<file path="src/page_bitmap_allocator_defines.svh">
// Assertion macros shared by the page bitmap allocator RTL.
// Expects signals named clk and rst_n in the including module.
`ifndef PAGE_BITMAP_ALLOCATOR_DEFINES_SVH
`define PAGE_BITMAP_ALLOCATOR_DEFINES_SVH

// Same-cycle implication, disabled while in reset.
`define PBA_ASSERT_SAME(label, ante, cons, msg) \
  label: assert property (@(posedge clk) disable iff (!rst_n) (ante) |-> (cons)) \
    else $error(msg);

// Next-cycle implication, disabled while in reset.
`define PBA_ASSERT_NEXT(label, ante, cons, msg) \
  label: assert property (@(posedge clk) disable iff (!rst_n) (ante) |=> (cons)) \
    else $error(msg);

`endif

</file>
<file path="src/pba_pkg.sv">
// Package for the page bitmap allocator: sizes, op and status codes, shared types.
// No dependencies.
`timescale 1ns / 1ps

package pba_pkg;

  localparam int unsigned PAGE_COUNT = 1048576;
  localparam int unsigned PAGE_SHIFT = 12;

  localparam int unsigned PAGE_W     = 20;
  localparam int unsigned BIT_W      = 6;
  localparam int unsigned WORD_W     = PAGE_W - BIT_W;
  localparam int unsigned GROUP_W    = WORD_W - BIT_W;
  localparam int unsigned CHUNK_W    = GROUP_W - 5;
  localparam int unsigned MAP_WORDS  = 1 << WORD_W;
  localparam int unsigned GROUPS     = 1 << GROUP_W;
  localparam int unsigned LINE_W     = 64;
  localparam int unsigned ADDR_W     = 32;
  localparam int unsigned RESERVED_W = 21;

  localparam logic [RESERVED_W-1:0] RESERVED_RESET = 21'h500;

  typedef enum logic [1:0] {
    OP_REGION = 2'd0,
    OP_ALLOC  = 2'd1,
    OP_FREE   = 2'd2,
    OP_NOP    = 2'd3
  } op_t;

  localparam logic [1:0] STATUS_OK          = 2'd0;
  localparam logic [1:0] STATUS_NO_MEM      = 2'd1;
  localparam logic [1:0] STATUS_DOUBLE_FREE = 2'd2;

  // Clamped page range of one region add; valid only when ok is set.
  typedef struct packed {
    logic              ok;
    logic [PAGE_W-1:0] first_page;
    logic [PAGE_W-1:0] last_page;
  } region_t;

  // Lowest set bit: {found, index}.
  function automatic logic [BIT_W:0] ffs64(input logic [LINE_W-1:0] v);
    logic [BIT_W:0] r;
    r = '0;
    for (int i = LINE_W - 1; i >= 0; i--) begin
      if (v[i]) r = {1'b1, BIT_W'(i)};
    end
    return r;
  endfunction

endpackage

</file>
<file path="src/pba_region_prep.sv">
// Four-stage pipeline turning a byte region into a clamped page range.
// Depends on pba_pkg.
`timescale 1ns / 1ps

module pba_region_prep (
  input  logic                             clk,
  input  logic                             rst_n,
  input  logic                             start,
  input  logic [pba_pkg::ADDR_W-1:0]       base,
  input  logic [pba_pkg::ADDR_W-1:0]       length,
  input  logic [pba_pkg::RESERVED_W-1:0]   bnd,
  output logic                             done,
  output pba_pkg::region_t                 region
);
  import pba_pkg::*;

  localparam int unsigned AW = ADDR_W + 1;   // rounded base keeps its carry
  localparam int unsigned EW = ADDR_W + 2;   // end page can pass 2^(AW-SHIFT)
  localparam logic [AW-1:0] ALIGN_MASK = AW'((64'd1 << PAGE_SHIFT) - 64'd1);
  localparam logic [EW-1:0] PAGE_LIMIT = EW'(PAGE_COUNT);

  logic              v1_r, v2_r, v3_r, done_r;
  logic [AW-1:0]     aligned_r;
  logic [ADDR_W-1:0] base_r, len_r, rem_r;
  logic [AW-1:0]     start_r;
  logic [EW-1:0]     end_r, lo_r;
  logic [RESERVED_W-1:0] bnd_r;
  region_t           region_r;

  logic [AW-1:0]     adj;
  logic [EW-1:0]     lo_nxt, hi, hi_m1;

  assign adj    = aligned_r - {1'b0, base_r};
  assign lo_nxt = ({1'b0, start_r} > EW'(bnd_r)) ? {1'b0, start_r} : EW'(bnd_r);
  assign hi     = (end_r < PAGE_LIMIT) ? end_r : PAGE_LIMIT;
  assign hi_m1  = hi - EW'(1);

  always_ff @(posedge clk) begin
    if (!rst_n) begin
      v1_r   <= 1'b0;
      v2_r   <= 1'b0;
      v3_r   <= 1'b0;
      done_r <= 1'b0;
    end else begin
      v1_r   <= start;
      v2_r   <= v1_r;
      v3_r   <= v2_r;
      done_r <= v3_r;
    end
    // stage 1: round base up to a page
    if (start) begin
      aligned_r <= ({1'b0, base} + ALIGN_MASK) & ~ALIGN_MASK;
      base_r    <= base;
      len_r     <= length;
      bnd_r     <= bnd;
    end
    // stage 2: whole pages left after rounding
    if (v1_r) begin
      rem_r   <= (len_r > adj[ADDR_W-1:0]) ? len_r - adj[ADDR_W-1:0] : '0;
      start_r <= aligned_r >> PAGE_SHIFT;
    end
    // stage 3: end page and lower clamp
    if (v2_r) begin
      end_r <= {1'b0, start_r} + EW'(rem_r >> PAGE_SHIFT);
      lo_r  <= lo_nxt;
    end
    // stage 4: upper clamp and emptiness check
    if (v3_r) begin
      region_r.ok         <= lo_r < hi;
      region_r.first_page <= lo_r[PAGE_W-1:0];
      region_r.last_page  <= hi_m1[PAGE_W-1:0];
    end
  end

  assign done   = done_r;
  assign region = region_r;

endmodule

</file>
<file path="config.mk">
export PLATFORM = sky130hd
export DESIGN_NAME = pba_region_prep
export DESIGN_NICKNAME = d
export VERILOG_FILES = /design/src/page_bitmap_allocator_defines.svh /design/src/pba_pkg.sv /design/src/pba_region_prep.sv
export SDC_FILE = /design/constraint.sdc
export NUM_CORES = 1
export LEC_CHECK = 0
export ABC_AREA = 1
export BUFFER_PORTS_ARGS = -buffer_cell sky130_fd_sc_hd__buf_2
export CAP_MARGIN = 20
export CORE_MARGIN = 2
export CORE_UTILIZATION = 40
export DETAILED_ROUTE_END_ITERATION = 10
export SYNTH_ARGS = -nofsm -noshare
export SYNTH_HDL_FRONTEND = slang
export SYNTH_SLANG_ARGS = --single-unit
</file>
<file path="constraint.sdc">
create_clock -name clk -period 2.68 [get_ports clk]
set_input_delay 0.268 -clock clk [delete_from_list [all_inputs] [get_ports clk]]
set_output_delay 0.268 -clock clk [all_outputs]
set_load 0.02 [all_outputs]
</file>
==> impl_metrics.json <==
{
  "status": "finished, violations left",
  "violations": "negative setup slack",
  "netlist_area_mm2": 0.01491,
  "leakagePower_nw": 9.480,
  "area_growth_pct": 38.13,
  "cp-startpoint": "aligned_r[22]",
  "criticalPathCategory": "reg2reg",
  "cp_max_fo": 8,
  "cts_root_buf": "clkbuf_16",
  "fin_tns_setup_ns": -11.63,
  "diodes": 0,
  "critical_path_buf_inv_count": 2,
  "fin_nets": 2409,
  "drc_errors": 0,
  "hold-worst-slack_ns": 0.02222,
  "pre_cts_ws_ns": -1.107,
  "wl_um": 41410,
  "clkSinkCount": 235,
  "drt.antenna.violating_nets": 0,
  "rsz0062_at_grt": "yes",
  "ys_seq_area_frac": 0.4707,
  "multi_input_area_mm2": 0.007641,
  "die_w_um": 197.0,
  "critical_path_arrival_ns": 3.58,
  "final_area_mm2": 0.02059,
  "grt_max_degree": 48,
  "setup_viol": 20,
  "synthDistinctLibCells": 44,
  "die_y_um": 197.0,
  "cap_violations": 0,
  "core_area_mm2": 0.03670,
  "max-vdd-ir-drop_uv": 528.4,
  "path_cells": "ha_4, a21oi_1, o21ai_2, a21oi_2, nand3_2, xor2_1, ha_1, a21oi_2, inv_1, o21ai_2, nand3_2, nor2_2, nand2_2, nand2_4, buf_12, nor2_2",
  "cp_slowest_cell": "edfxtp_1",
  "final.setup.worst_slack_ns": -0.5920,
  "final_cell_mix": "nand2_1, inv_1, edfxtp_1",
  "hold_viol_final": 0,
  "cts_buffer_depth": 3,
  "start_util": 0.4062,
  "cts-htree-levels": 1,
  "cp.required_ns": 2.98,
  "hpwl_um": 33820,
  "port_buffers": 129,
  "layout_commonest_cell": "nand2_1",
  "ios": 130,
  "antenna_found_initial": 2,
  "start_kind": "flip-flop",
  "grt_first_pass_wirelength_um": 64450,
  "seq_area_mm2": 0.007020,
  "grt_pass1_vias": 12780,
  "dpl-instance-area_mm2": 0.01763,
  "period_share": 1.221,
  "die_area_mm2": 0.03882,
  "cts_tree": "done",
  "ys_warn_count": 0,
  "drtIter0Drc": 568,
  "end_kind": "flip-flop",
  "tightestPinTransition_ns": 0.9573,
  "cts_made_buffers": 26,
  "synth_flop_cell": "edfxtp_1",
  "fp-row-count": 70,
  "vias": 12830,
  "nFillCells": 3313,
  "reg2reg_from": "aligned_r[22]",
  "vias_per_cell": 4.766,
  "ys_ff_latch": 235,
  "wire_per_inst_um": 15.38,
  "clock.fmax_mhz": 305.6,
  "synth_async_sr_flop_share": 0,
  "relSlewSlack": 0.3618,
  "clk_pin_slew_ns": 0.06,
  "syn_avg_cell_area_um2": 8.586,
  "drtPass1Iterations": 5,
  "max_stage_delay_ns": 0.44,
  "fin_util": 0.5610,
  "syn-num-nets": 1939,
  "drv_slew": 0,
  "fin_skew_ns": 0.009775,
  "hold_start": "base[11]",
  "min_path_type": "in2reg",
  "gp_congestion": 0.9647,
  "min_period_ns": 3.272,
  "powerDensity_mw_per_mm2": 655.8,
  "synth-edff-count": 231,
  "syn_inst": 1736,
  "overflow": 0,
  "clk_latency_ns": 0.55,
  "grt_use_total": 0.2143,
  "drive_above_1_share": 0.2891,
  "critical_path.top_delay_family": "compound AO/OA/AOI/OAI gates"
}
[per-layer routing]
| metal | GRT usage | wire length, um | up-vias |
|---|---|---|---|
| met5 | 0 | 0 | - |
| met2 | 0.3831 | 20300 | 291 |
| met4 | 0.1016 | 1833 | 0 |
| met1 | 0.2602 | 17940 | 5800 |
| met3 | 0.02083 | 1334 | 89 |
| li1 | - | - | 6649 |
[Yosys cell counts (all sizes together), types with 2 or more instances]
| master | count | area share |
|---|---|---|
| a21boi | 2 | 0.0010 |
| a21o | 8 | 0.0040 |
| a21oi | 84 | 0.028 |
| a31oi | 4 | 0.0017 |
| and2 | 10 | 0.0042 |
| buf | 9 | 0.0046 |
| clkbuf | 2 | 0.00050 |
| clkinv | 2 | 0.00050 |
| dfxtp | 4 | 0.0054 |
| edfxtp | 231 | 0.47 |
| ha | 114 | 0.096 |
| inv | 285 | 0.072 |
| nand2 | 497 | 0.13 |
| nand3 | 107 | 0.037 |
| nand3b | 6 | 0.0030 |
| nand4 | 30 | 0.013 |
| nor2 | 164 | 0.049 |
| nor3 | 32 | 0.014 |
| nor4 | 10 | 0.0042 |
| o211ai | 3 | 0.0015 |
| o21a | 3 | 0.0015 |
| o21ai | 37 | 0.013 |
| o21bai | 13 | 0.0068 |
| or2 | 2 | 0.00084 |
| xnor2 | 21 | 0.012 |
| xor2 | 53 | 0.031 |
[metrics by stage]
stage / power (mW) / std cells
after floorplan: 7.326 / 1736
final: 13.50 / 2692
after global routing: 14.33 / 2692
after CTS: 13.18 / 2677
after global placement: 9.031 / 2521
after detailed placement: 9.056 / 2521
[sequential cells by signal, indices dropped and copies added (netlist names)]
name	cells
done	1
aligned_r	21
len_r	32
v2_r	1
rem_r	20
end_r	22
region	41
start_r	21
v3_r	1
v1_r	1
base_r	32
bnd_r	21
lo_r	21
[report_power, final]
part	internal, mW	switching (mW)	leakage [nW]
Clock	2.26	1.38	0.419
Sequential	4.44	0.210	2.22
Combinational	2.27	2.94	6.84
[path summary, 6_finish.rpt]
kind                 endpoint  slack [ns]  cells past startpoint
setup / recovery    rem_r[14]       -0.59                     16
hold reg to reg   start_r[20]        0.44                      0
hold / removal     base_r[11]        0.02                      1
setup reg to reg    rem_r[14]       -0.59                     16
[cells by family after synthesis]
logic type / Yosys count / share of synthesized area
XOR/XNOR: 74 / 0.04348
buffers and inverters: 298 / 0.07739
adder cells (fa/ha/maj): 115 / 0.09704
flip-flops: 235 / 0.4707
AO/OA/AOI/OAI: 154 / 0.05792
AND/OR/NAND/NOR: 860 / 0.2534
[layout make-up]
type | count | share of cell area
inverter | 287 | 0.05245
timing repair buffer | 453 | 0.1647
clock buffer | 34 | 0.03306
multi-input combinational | 1203 | 0.3711
sequential | 235 | 0.3410
tap | 468 | 0.02844
clock inverter | 12 | 0.009237
[repair_timing]
item	4_1_cts	5_1_grt
endpoints found under the setup margin	20	20
hold buffers	84	0
buffers inserted	26	18
gates cloned	1	0
resized for setup	107	111
pin swaps	46	59
hold endpoints to repair	87	0
Note: power is estimated with default switching activity, not from simulation.
